`config.mk`:
```
export PLATFORM = sky130hd
export DESIGN_NAME = shelf_rectangle_placer
export DESIGN_NICKNAME = d
export VERILOG_FILES = /design/src/srp_pkg.sv /design/src/shelf_rectangle_placer.sv /design/src/srp_decide.sv
export SDC_FILE = /design/constraint.sdc
export NUM_CORES = 1
export LEC_CHECK = 0
export BUFFER_PORTS_ARGS = -buffer_cell sky130_fd_sc_hd__buf_4
export CAP_MARGIN = 20
export CORE_ASPECT_RATIO = 1.25
export CORE_MARGIN = 1
export CORE_UTILIZATION = 30
export CTS_CLUSTER_SIZE = 24
export DETAILED_ROUTE_END_ITERATION = 10
export PLACE_DENSITY = 0.55
export SLEW_MARGIN = 30
export SYNTH_ARGS = -nofsm -noshare
export SYNTH_HDL_FRONTEND = slang
export SYNTH_SLANG_ARGS = --single-unit
```
`constraint.sdc`:
```
create_clock -name clk -period 16 [get_ports clk]
set_clock_uncertainty 0.2 [all_clocks]
set_input_delay 3.2 -clock clk [delete_from_list [all_inputs] [get_ports clk]]
set_output_delay 3.2 -clock clk [all_outputs]
set_load 0.02 [all_outputs]
```
`src/srp_pkg.sv`:
```
`timescale 1ns / 1ps

package srp_pkg;

    // Placement outcome reported with every item
    typedef enum logic [1:0] {
        KIND_DROP    = 2'd0,
        KIND_ROW     = 2'd1,
        KIND_STACK   = 2'd2,
        KIND_NEW_ROW = 2'd3
    } place_kind_t;

    // Configuration register map
    localparam int CFG_INDEX_BITS = 1;
    localparam logic [CFG_INDEX_BITS-1:0] REG_SHEET_LENGTH = 1'd0;
    localparam logic [CFG_INDEX_BITS-1:0] REG_SHEET_WIDTH  = 1'd1;

endpackage

```
`src/shelf_rectangle_placer.sv`:
```
`timescale 1ns / 1ps

// Next-fit shelf placer: each input item is one part's bounding box (length
// along x, width along y, 0.01 mm units) and yields exactly one result item
// with the placement kind (dropped, on row, stacked in column, new row) and
// the part's lower-left corner. Parts are stacked in the open column when
// they are no longer than the part below and stay inside the row height,
// otherwise laid at the row cursor, otherwise start a new row above, or are
// dropped. new_sheet=1 clears the layout before its part. Throughput is one
// item per clock while the result is not stalled: the item is held in an
// input register, the decision is a single pass of adds and compares
// against the registered layout state, and the result lands in an output
// register. Input ready only drops while both registers are full and the
// result is stalled. Program sheet_length / sheet_width (both reset to 0)
// while no items are in flight.
module shelf_rectangle_placer #(
    parameter int DIM_BITS = 20
) (
    input  logic                                clk,
    input  logic                                rst_n,

    // configuration write port
    input  logic                                cfg_we,
    input  logic [srp_pkg::CFG_INDEX_BITS-1:0]  cfg_index,
    input  logic [DIM_BITS-1:0]                 cfg_data,

    // part items in
    input  logic                                in_valid,
    output logic                                in_ready,
    input  logic [DIM_BITS-1:0]                 part_length,
    input  logic [DIM_BITS-1:0]                 part_width,
    input  logic                                new_sheet,

    // placement items out
    output logic                                out_valid,
    input  logic                                out_ready,
    output logic [1:0]                          place_kind,
    output logic [DIM_BITS-1:0]                 pos_x,
    output logic [DIM_BITS-1:0]                 pos_y
);

    // sheet size registers
    logic [DIM_BITS-1:0] sheet_length_reg;
    logic [DIM_BITS-1:0] sheet_width_reg;

    // input stage
    logic                in_full_reg;
    logic [DIM_BITS-1:0] len_reg;
    logic [DIM_BITS-1:0] wid_reg;
    logic                new_sheet_reg;

    // layout state
    logic [DIM_BITS-1:0] cursor_x_reg,    cursor_x_next;
    logic [DIM_BITS-1:0] row_start_y_reg, row_start_y_next;
    logic [DIM_BITS-1:0] row_height_reg,  row_height_next;
    logic                column_open_reg, column_open_next;
    logic [DIM_BITS-1:0] column_x_reg,    column_x_next;
    logic [DIM_BITS-1:0] stack_y_reg,     stack_y_next;
    logic [DIM_BITS-1:0] last_len_reg,    last_len_next;

    // result stage
    logic                 out_full_reg;
    srp_pkg::place_kind_t kind_reg, kind_next;
    logic [DIM_BITS-1:0]  pos_x_reg, pos_x_next;
    logic [DIM_BITS-1:0]  pos_y_reg, pos_y_next;

    logic advance;   // item in the input stage moves to the result stage
    logic take_in;

    assign advance  = in_full_reg && (!out_full_reg || out_ready);
    assign in_ready = !in_full_reg || advance;
    assign take_in  = in_valid && in_ready;

    always_ff @(posedge clk or negedge rst_n)
    begin
        if (!rst_n)
        begin
            sheet_length_reg <= '0;
            sheet_width_reg  <= '0;
        end
        else if (cfg_we)
        begin
            unique case (cfg_index)
                srp_pkg::REG_SHEET_LENGTH: sheet_length_reg <= cfg_data;
                srp_pkg::REG_SHEET_WIDTH:  sheet_width_reg  <= cfg_data;
                default: ;
            endcase
        end
    end

    // input register: valid flag reset, payload not
    always_ff @(posedge clk or negedge rst_n)
    begin
        if (!rst_n)
            in_full_reg <= 1'b0;
        else if (in_ready)
            in_full_reg <= in_valid;
    end

    always_ff @(posedge clk)
    begin
        if (take_in)
        begin
            len_reg       <= part_length;
            wid_reg       <= part_width;
            new_sheet_reg <= new_sheet;
        end
    end

    srp_decide #(
        .DIM_BITS (DIM_BITS)
    ) u_decide (
        .len              (len_reg),
        .wid              (wid_reg),
        .new_sheet        (new_sheet_reg),
        .sheet_length     (sheet_length_reg),
        .sheet_width      (sheet_width_reg),
        .cursor_x         (cursor_x_reg),
        .row_start_y      (row_start_y_reg),
        .row_height       (row_height_reg),
        .column_open      (column_open_reg),
        .column_x         (column_x_reg),
        .stack_y          (stack_y_reg),
        .last_len         (last_len_reg),
        .cursor_x_next    (cursor_x_next),
        .row_start_y_next (row_start_y_next),
        .row_height_next  (row_height_next),
        .column_open_next (column_open_next),
        .column_x_next    (column_x_next),
        .stack_y_next     (stack_y_next),
        .last_len_next    (last_len_next),
        .kind             (kind_next),
        .px               (pos_x_next),
        .py               (pos_y_next)
    );

    // layout state moves only when an item completes its decision
    always_ff @(posedge clk or negedge rst_n)
    begin
        if (!rst_n)
        begin
            cursor_x_reg    <= '0;
            row_start_y_reg <= '0;
            row_height_reg  <= '0;
            column_open_reg <= 1'b0;
            column_x_reg    <= '0;
            stack_y_reg     <= '0;
            last_len_reg    <= '0;
        end
        else if (advance)
        begin
            cursor_x_reg    <= cursor_x_next;
            row_start_y_reg <= row_start_y_next;
            row_height_reg  <= row_height_next;
            column_open_reg <= column_open_next;
            column_x_reg    <= column_x_next;
            stack_y_reg     <= stack_y_next;
            last_len_reg    <= last_len_next;
        end
    end

    // result register
    always_ff @(posedge clk or negedge rst_n)
    begin
        if (!rst_n)
            out_full_reg <= 1'b0;
        else if (advance)
            out_full_reg <= 1'b1;
        else if (out_ready)
            out_full_reg <= 1'b0;
    end

    always_ff @(posedge clk)
    begin
        if (advance)
        begin
            kind_reg  <= kind_next;
            pos_x_reg <= pos_x_next;
            pos_y_reg <= pos_y_next;
        end
    end

    assign out_valid  = out_full_reg;
    assign place_kind = kind_reg;
    assign pos_x      = pos_x_reg;
    assign pos_y      = pos_y_reg;

endmodule

```
`src/srp_decide.sv`:
```
`timescale 1ns / 1ps

// Placement decision for one part against the current layout state.
// Pure combinational: a few adds and compares, then a priority select.
module srp_decide #(
    parameter int DIM_BITS = 20
) (
    input  logic [DIM_BITS-1:0] len,
    input  logic [DIM_BITS-1:0] wid,
    input  logic                new_sheet,
    input  logic [DIM_BITS-1:0] sheet_length,
    input  logic [DIM_BITS-1:0] sheet_width,

    input  logic [DIM_BITS-1:0] cursor_x,
    input  logic [DIM_BITS-1:0] row_start_y,
    input  logic [DIM_BITS-1:0] row_height,
    input  logic                column_open,
    input  logic [DIM_BITS-1:0] column_x,
    input  logic [DIM_BITS-1:0] stack_y,
    input  logic [DIM_BITS-1:0] last_len,

    output logic [DIM_BITS-1:0] cursor_x_next,
    output logic [DIM_BITS-1:0] row_start_y_next,
    output logic [DIM_BITS-1:0] row_height_next,
    output logic                column_open_next,
    output logic [DIM_BITS-1:0] column_x_next,
    output logic [DIM_BITS-1:0] stack_y_next,
    output logic [DIM_BITS-1:0] last_len_next,

    output srp_pkg::place_kind_t kind,
    output logic [DIM_BITS-1:0]  px,
    output logic [DIM_BITS-1:0]  py
);

    localparam int SW = DIM_BITS + 2;

    // state as seen by this part (cleared when a new sheet starts)
    logic [DIM_BITS-1:0] cx, rsy, rh, cxo, sy, ll;
    logic                co;

    logic [SW-1:0] cx_plus_len;
    logic [SW-1:0] sy_plus_wid;
    logic [SW-1:0] row_top;
    logic [SW-1:0] rsy_plus_wid;
    logic [SW-1:0] new_row_top;
    logic          fit_stack, fit_row, fit_new_row;

    always_comb
    begin
        cx  = new_sheet ? '0 : cursor_x;
        rsy = new_sheet ? '0 : row_start_y;
        rh  = new_sheet ? '0 : row_height;
        co  = new_sheet ? 1'b0 : column_open;
        cxo = new_sheet ? '0 : column_x;
        sy  = new_sheet ? '0 : stack_y;
        ll  = new_sheet ? '0 : last_len;
    end

    // sums kept two bits wider so nothing wraps
    assign cx_plus_len  = SW'(cx) + SW'(len);
    assign sy_plus_wid  = SW'(sy) + SW'(wid);
    assign row_top      = SW'(rsy) + SW'(rh);
    assign rsy_plus_wid = SW'(rsy) + SW'(wid);
    assign new_row_top  = rsy_plus_wid + SW'(rh);

    assign fit_stack   = co && (len <= ll) && (sy_plus_wid <= row_top);
    assign fit_row     = (cx_plus_len <= SW'(sheet_length)) &&
                         (rsy_plus_wid <= SW'(sheet_width));
    assign fit_new_row = new_row_top <= SW'(sheet_width);

    always_comb
    begin
        cursor_x_next    = cx;
        row_start_y_next = rsy;
        row_height_next  = rh;
        column_open_next = co;
        column_x_next    = cxo;
        stack_y_next     = sy;
        last_len_next    = ll;
        kind             = srp_pkg::KIND_DROP;
        px               = '0;
        py               = '0;

        priority if (fit_stack)
        begin
            kind          = srp_pkg::KIND_STACK;
            px            = cxo;
            py            = sy;
            stack_y_next  = sy_plus_wid[DIM_BITS-1:0];
            last_len_next = len;
        end
        else if (fit_row)
        begin
            kind             = srp_pkg::KIND_ROW;
            px               = cx;
            py               = rsy;
            column_open_next = 1'b1;
            column_x_next    = cx;
            stack_y_next     = rsy_plus_wid[DIM_BITS-1:0];
            last_len_next    = len;
            cursor_x_next    = cx_plus_len[DIM_BITS-1:0];
            row_height_next  = (wid > rh) ? wid : rh;
        end
        else if (fit_new_row)
        begin
            kind             = srp_pkg::KIND_NEW_ROW;
            row_start_y_next = row_top[DIM_BITS-1:0];
            px               = '0;
            py               = row_top[DIM_BITS-1:0];
            cursor_x_next    = len;
            row_height_next  = wid;
            column_open_next = 1'b0;
        end
        else
        begin
            column_open_next = 1'b0;
        end
    end

endmodule

```
==> flow_summary.toml, run 1 <==
[finish]
final_common_cell = "nand2_1"
final_layout_size_suffix_gt1_share_pct = 11.8
final_cell_mix = "206 x nand2_1, 201 x ha_1, 163 x dfrtp_1"
nets = 2284
synthToLayoutAreaGrowth_pct = 14.1
diodes = 0
fill_cells = 6107

[synthesis]
ys_seq_area_share_pct = 36.0
yosys.cell_types.count = 92
syn-instance-count = 1956
async_reset_ff_share_pct = 66.3
synth_flop_cell = "dfrtp_1"
synth-edff-count = 83
synth_seq_cells = 246
syn_area_per_cell_um2 = 9.33
netlist_area_mm2 = 0.0183
syn_nets = 2227
ys_warn_count = 0

[floorplan]
die_y_um = 278
initial_utilization_pct = 30.5
core.rowCount = 100
die-width_um = 223
fp.dieArea_mm2 = 0.0619
core_area_mm2 = 0.0598
num_io_pins = 111

[setup_path]
path_max_fanout = 72
cpPeakStageDelay_ns = 0.73
crit_arrival_ns = 10.32
criticalPathCategory = "flop to flop"
endpoint_kind = "flop"
start_kind = "flop"
r2r-start = "new_sheet_reg"
crit_start = "new_sheet_reg"
crit_top_cell = "a21o_1"
worst_ep_required_time_ns = 16.30
crit_slowest_cell = "buf_4"

[place]
place_congestion = 0.936
hpwl_mm = 46.4
port_buffers = 110

[clock_network]
root_buffer = "clkbuf_16"
post_cts_buffers = 0
cts.path.max_buffers = 3
cts_resized = 0
cts_sinks = 246
cts_tree = "yes"
holdBufCountCts = 0
clk_latency_ns = 0.61
htree_levels = 1
cts.clk_slew.worst_paths_ns = 0.06
cts_buffers = 30

[grt]
grt_pass1_wl_mm = 94.2
grt_max_degree = 91
first_global_vias = 15400
global_route.usage.total_pct = 19.8
antenna_found_initial = 0
grt_overflow = 0

[route]
drt_first_pass_iters = 5
postRouteAntennaNets = 0
via_per_inst = 5.51
drcViolationCount = 0
vias = 15400
drt_iter0_drc = 1074
wirelength_mm = 61.6
wl_per_cell_um = 22.0

[timing]
final_hold_viol_count = 0
rsz0062_at_grt = "no"
setup_viol = 0
period_minus_slack_ns = 10.02
tightest_slew_ns = 0.944
finalSetupTns_ns = 0
fmax_mhz = 99.8
slew_headroom_pct = 36.9
report.final.slew_viol_count = 0
min_period_over_period_pct = 62.6

[run]
cap_violations = 0

[pwr]
leakage_nw = 9.13
power.density_mw_per_mm2 = 182
p_total_w = 0.00380
vdd_drop_max_mv = 0.132

[hold_path]
min-delay-start = "stack_y_reg[16]"
holdCritPathClass = "flop to flop"

[run_status]
outcome = "finished, final reports clean"
Yosys cell counts (all sizes together), types with 58 or more instances:
master | count | area, um2
dfrtp | 163 | 4080
nor2b | 73 | 457
a21oi | 142 | 714
o21ai | 128 | 644
xnor2 | 81 | 709
inv | 93 | 349
a22o | 58 | 508
nor2 | 92 | 345
clkbuf | 70 | 263
ha | 201 | 2510
edfxtp | 83 | 2490
nand2 | 207 | 777
per-stage QoR:
step	setup slack (ns)	area, um2	hold slack [ns]	utilization [%]	instances
6_report	5.98	20800	0.281	34.8	2802
4_1_cts	6.15	20800	0.280	34.8	2802
3_5_place_dp	6.17	19800	0.266	33.1	2746
3_3_place_gp	6.35	19800	0.263	33.0	2744
5_1_grt	5.62	20800	0.313	34.8	2802
2_1_floorplan	7.37	18300	0.242	-	1956
worst max-delay path: cells and delay by family, from the launching register on:
kind | cells | cell delay, ns
compound gates | 16 | 4.84
xor+xnor | 3 | 0.69
fa+ha+maj | 2 | 0.63
buf+inv | 2 | 1.31
flops | 1 | 0.32
simple gates | 8 | 1.75
report_power, final:
part | switching (W) | leakage [nW] | internal, W
sequential | 0.000197 | 2.89 | 0.000854
clock | 0.000305 | 0.499 | 0.000414
combinational | 0.00121 | 5.74 | 0.000822
per-layer routing:
metal | vias up | GRT usage, % | part of all wire (%)
met1 | 7522 | 22.8 | 39
met5 | - | 0 | 0
met3 | 131 | 2.04 | 4.3
met4 | 0 | 9.64 | 5.4
li1 | 7301 | - | -
met2 | 478 | 36.3 | 51
cells by family (layout without fill, tap and decap cells):
logic type | Yosys count | count (layout) | synth area share (%)
AND/OR/NAND/NOR | 553 | 553 | 15.1
AO/OA/AOI/OAI | 599 | 599 | 22.2
XOR/XNOR | 114 | 114 | 5.77
adder cells (fa/ha/maj) | 209 | 209 | 14.4
flip-flops | 246 | 246 | 36.0
multiplexers | 36 | 36 | 2.16
buffers and inverters | 199 | 280 | 4.42
layout make-up:
class	instances	area [um2]	share of cell area [%]
well taps	765	957	4.59
flip-flops and latches	246	6570	31.5
clock buffers	39	825	3.96
clock inverters	17	200	0.961
multi-input cells	1511	10900	52.4
repair buffers	130	1010	4.84
inverters	94	353	1.69
path summary, 6_finish.rpt:
kind,to,slack [ns],cells past startpoint
worst max-delay path,row_start_y_reg[0],5.98,31
worst min-delay path,stack_y_reg[16],0.28,2
worst max register to register,row_start_y_reg[0],5.98,31
worst min register to register,stack_y_reg[16],0.28,2
max in group asynchronous,stack_y_reg[12],11.86,3
min in group asynchronous,column_x_reg[14],2.33,1
Note: power is estimated with default switching activity, not from simulation.
==> run 2, diff against run 1 <==
clock period = 10.2 ns   (was 16 ns; I/O delays follow)
==> run 2 against run 1 <==
Effect of this change: sequential power grew 56%; largest power group unchanged; core utilization about the same; first-iteration DRC count is 8.8% lower; via count is 0.70% lower; final cell count is 0.14% higher; fmax grew 11%; critical path type unchanged.
==> flow_summary.toml, run 2 (synthesis results as in run 1) <==
[clock_network]
cts.clk_slew.worst_paths_ns = 0.07
holdBufCountCts = 0
htree_levels = 1
root_buffer = "clkbuf_16"
post_cts_buffers = 0
cts_resized = 0
cts_sinks = 246
clk_latency_ns = 0.61
cts_tree = "yes"
cts_buffers = 31
cts.path.max_buffers = 3

[setup_path]
critical_path.top_delay_family = "compound AO/OA/AOI/OAI gates"
r2r-start = "new_sheet_reg"
r2r-end = "row_start_y_reg[17]"
worst_ep_required_time_ns = 10.51
path_depth = 25
path_buf_inv = 1
endpoint_kind = "flop"
start_kind = "flop"
criticalPathCategory = "flop to flop"
cpPeakStageDelay_ns = 0.78
reg2reg_setup_slack_ns = 1.17
path_max_fanout = 55
crit_arrival_ns = 9.34
crit_slowest_cell = "a21o_1"
r2r_cells = 25

[hold_path]
hold_end = "stack_y_reg[19]"
holdCritPathClass = "flop to flop"
hold_depth = 2
min-delay-start = "stack_y_reg[19]"

[floorplan]
core_area_mm2 = 0.0598
die_y_um = 278
core.rowCount = 100
die-width_um = 223
num_io_pins = 111
initial_utilization_pct = 30.5
fp.dieArea_mm2 = 0.0619

[pwr]
pwr-share-seq_pct = 27.6
power_frac_clock_pct = 18.9
pwr-share-comb_pct = 53.5
power.density_mw_per_mm2 = 285
leakage_nw = 9.14
p_sw_share_pct = 44.7
p_total_w = 0.00593
vdd_drop_max_mv = 0.170
switchingPower_w = 0.00265
p_int_w = 0.00328

[finish]
final_common_cell = "nand2_1"
nets = 2287
final_cell_mix = "206 x nand2_1, 201 x ha_1, 163 x dfrtp_1"
utilization_pct = 34.9
synthToLayoutAreaGrowth_pct = 14.2
fin_cells = 2806
diodes = 0
final_layout_size_suffix_gt1_share_pct = 11.8

[place]
dpl.cell_count = 2747
port_buffers = 110
hpwl_mm = 45.6
place_congestion = 0.928

[grt]
first_global_vias = 15400
grt_pass1_wl_mm = 93.3
grt_max_degree = 100
global_route.usage.total_pct = 19.6
antenna_found_initial = 0
grt_overflow = 0

[route]
wl_per_cell_um = 21.7
postRouteAntennaNets = 0
drt_iter0_drc = 979
vias = 15300
drt_first_pass_iters = 5
wirelength_mm = 60.8
drcViolationCount = 0
via_per_inst = 5.46

[timing]
slew_headroom_pct = 36.9
period_minus_slack_ns = 9.03
min_period_over_period_pct = 88.6
final_hold_viol_count = 0
report.final.slew_viol_count = 0
setup_viol = 0
finalSetupTns_ns = 0
tightest_slew_ns = 0.947
fmax_mhz = 111
rsz0062_at_grt = "no"

[run]
cap_violations = 0

[run_status]
outcome = "finished, final reports clean"
run 2: changes by cell type in the layout (fill, tap and decap cells not counted), sizes merged:
cell | before | now
buf | 130 | 131
bufinv | 3 | 1
clkbuf | 39 | 46
clkinv | 8 | 5
clkinvlp | 2 | 3
run 2: tightest hold or removal path, delay by kind of cell (launching register included):
kind	cells	cell delay [ns]
AOI/OAI and AO/OA	1	0.06
and+or+nand+nor	1	0.05
DFF	1	0.34
run 2: routing by layer:
layer  global-route usage [%]  wire [um]  vias up
li1                         -          -     7302
met1                     22.9      24200     7482
met2                     35.7      31400      426
met3                     1.75       2230      114
met4                     9.23       2980        0
met5                        0          0        -
run 2: power groups by stage:
stage | Combinational (W) | Sequential [W] | Clock (W)
after floorplan | 0.00226 | 0.00155 | 0
after global placement | 0.00310 | 0.00165 | 0
after detailed placement | 0.00315 | 0.00165 | 0
after CTS | 0.00317 | 0.00164 | 0.00115
after global routing | 0.00350 | 0.00168 | 0.00119
final | 0.00317 | 0.00164 | 0.00112
run 2: layout make-up:
class / count / area (um2)
timing repair buffer: 132 / 1020
sequential: 246 / 6570
inverter: 94 / 353
multi-input combinational: 1511 / 10900
fill: 6055 / 39000
clock inverter: 13 / 124
clock buffer: 45 / 911
tap: 765 / 957
run 2: worst max path at each step:
stage / start / end / slack (ns)
after global routing: new_sheet_reg / row_start_y_reg[0] / 0.63
after floorplan: new_sheet_reg / cursor_x_reg[10] / 1.57
final: new_sheet_reg / row_start_y_reg[17] / 1.17
after detailed placement: new_sheet_reg / row_start_y_reg[17] / 1.38
after global placement: new_sheet_reg / pos_x[12] / 1.56
after CTS: new_sheet_reg / row_start_y_reg[17] / 1.32
run 2: per-stage QoR:
stage	hold WS, ns	setup slack [ns]	area [um2]
5_1_grt	0.306	0.625	20900
6_report	0.289	1.17	20900
3_5_place_dp	0.275	1.38	19800
4_1_cts	0.289	1.32	20800
2_1_floorplan	0.242	1.57	18300
3_3_place_gp	0.257	1.56	19800
==> run 3, diff against run 2 <==
ABC_AREA = 1   (was unset)
MAX_ROUTING_LAYER = met4   (was unset)
==> run 3 against run 2 <==
Effect of this change: synthesized area up 9.3%; worst setup slack better by 1.3 ns; register-to-register slack gained 1.3 ns; combinational power is 42% higher; global-route usage up 0.35 points; sequential cell count unchanged; largest cell class unchanged.
==> flow_summary.toml, run 3 <==
[setup_path]
crit_slowest_cell = "inv_4"
r2r-end = "row_start_y_reg[3]"
criticalPathCategory = "flop to flop"
r2r-start = "new_sheet_reg"
crit_top_cell = "nand2_1"
start_kind = "flop"
endpoint_kind = "flop"
worst_ep_required_time_ns = 10.48
r2r_cells = 42
crit_arrival_ns = 8.04
reg2reg_setup_slack_ns = 2.44
cpPeakStageDelay_ns = 0.60
path_max_fanout = 74

[timing]
final_hold_viol_count = 0
min_period_over_period_pct = 76.1
report.final.slew_viol_count = 0
slew_headroom_pct = 40.8
rsz0062_at_grt = "no"
setup_viol = 0
tightest_slew_ns = 0.888
finalSetupTns_ns = 0
period_minus_slack_ns = 7.76
fmax_mhz = 129

[clock_network]
post_cts_buffers = 0
clk_latency_ns = 0.63
cts_resized = 0
cts.path.max_buffers = 3
cts_tree = "yes"
root_buffer = "clkbuf_16"
htree_levels = 1
cts.clk_slew.worst_paths_ns = 0.07
holdBufCountCts = 0
cts_sinks = 246
cts_buffers = 30

[hold_path]
min-delay-start = "row_start_y_reg[12]"
hold_depth = 2
holdCritPathClass = "flop to flop"
hold_end = "row_start_y_reg[12]"

[pwr]
power.density_mw_per_mm2 = 322
leakage_nw = 11.2
p_total_w = 0.00723
vdd_drop_max_mv = 0.257

[route]
via_per_inst = 4.91
wirelength_mm = 66.0
drcViolationCount = 0
drt_iter0_drc = 1246
vias = 18200
postRouteAntennaNets = 0
wl_per_cell_um = 17.8
drt_first_pass_iters = 5

[synthesis]
synth.top_cell.area_share_pct = 20.4
yosys.cell_types.count = 60
syn_nets = 3054
synth_area_leaders = "dfrtp_1 20%, nand2_1 14%, ha_1 13%"
synth.largest_area_cell = "dfrtp_1"
synth_seq_cells = 246
syn-instance-count = 2783
ys_seq_area_share_pct = 32.9
ys_warn_count = 0
synth_flop_cell = "dfrtp_1"
netlist_area_mm2 = 0.0200
synth.most_common_cell = "nand2_1"
syn_area_per_cell_um2 = 7.17
synth-edff-count = 83
async_reset_ff_share_pct = 66.3
ys_top_cells_by_count = "737 x nand2_1, 329 x inv_1, 294 x nor2_1"

[place]
hpwl_mm = 49.8
port_buffers = 110
dpl.cell_count = 3660
place_congestion = 0.950
dpl-instance-area_mm2 = 0.0214

[finish]
utilization_pct = 34.2
regArea_mm2 = 0.00657
diodes = 0
multi_input_area_mm2 = 0.0116
nets = 3107
final_common_cell = "nand2_1"
fill_cells = 7099
synthToLayoutAreaGrowth_pct = 12.7
stdcell_area_mm2 = 0.0225
final_cell_mix = "734 x nand2_1, 326 x inv_1, 294 x nor2_1"
final_layout_size_suffix_gt1_share_pct = 8.53
fin_cells = 3716

[floorplan]
die-width_um = 233
initial_utilization_pct = 30.4
core_area_mm2 = 0.0657
num_io_pins = 111
die_y_um = 290
fp.dieArea_mm2 = 0.0676
core.rowCount = 105

[grt]
grt_pass1_wl_mm = 102
antenna_found_initial = 0
first_global_vias = 17800
grt_overflow = 0
global_route.usage.total_pct = 19.9
grt_max_degree = 143

[run_status]
outcome = "finished, final reports clean"

[run]
cap_violations = 0
==> run 3: cell count changes in the layout (fill, tap and decap cells not counted), sizes merged, moves of 33 or more <==
cell   change
a21o      -43
a21oi     +81
a22o      -58
inv      +242
nand2    +556
nand3    +156
nand4     +33
nor2     +210
nor2b     -73
xnor2     -57
==> run 3: power breakdown <==
group	switching (W)	leakage, nW	internal (W)	total (W)
registers	0.000201	2.81	0.00138	0.00158
clock network	0.000489	0.504	0.000658	0.00115
logic	0.00306	7.91	0.00144	0.00450
==> run 3: area by class of cell <==
type                    instances  share of cell area, %
repair buffers                125                   4.22
clock inverters                20                   1.01
well taps                     856                   4.76
inverters                     340                   5.75
multi-input cells            2093                   51.4
clock buffers                  36                   3.67
flip-flops and latches        246                   29.2
==> run 3: through the flow <==
| stage | hold slack, ns | setup slack [ns] |
|---|---|---|
| after detailed placement | 0.270 | 2.46 |
| after floorplan | 0.249 | 3.73 |
| after global placement | 0.264 | 2.50 |
| after global routing | 0.304 | 1.58 |
| final | 0.285 | 2.44 |
| after CTS | 0.288 | 2.43 |
==> run 3: worst max-delay path by stage <==
stage | start | to | cells past startpoint
after floorplan | new_sheet_reg | row_start_y_reg[15] | 47
after global placement | new_sheet_reg | row_start_y_reg[14] | 42
after detailed placement | new_sheet_reg | row_start_y_reg[14] | 42
after CTS | new_sheet_reg | row_start_y_reg[3] | 42
after global routing | new_sheet_reg | row_start_y_reg[14] | 42
final | new_sheet_reg | row_start_y_reg[3] | 42
==> run 3: metal layers <==
layer / GRT usage [%] / share of wire (%)
met1: 22.7 / 41
met2: 35.2 / 51
met3: 2.05 / 3.8
met4: 8.02 / 4.3
met5: - / 0
==> run 3: cell families (layout without fill, tap and decap cells) <==
logic type	count (synthesis)	after routing	share of synthesized area, %
adders and majority gates	204	204	12.9
xor gates and xnor gates	79	79	3.47
AOI/OAI and AO/OA	473	473	13.1
buffers and inverters	444	521	9.25
and+or+nand+nor	1337	1337	28.4
DFF	246	246	32.9
==> run 3: worst max-delay path: cells and delay by family, from the launching register on <==
kind            cells  cell delay, ns
buf+inv             6            1.08
simple gates       22            2.79
flops               1            0.43
xor+xnor            2            0.47
fa+ha+maj           4            1.10
compound gates      8            1.49
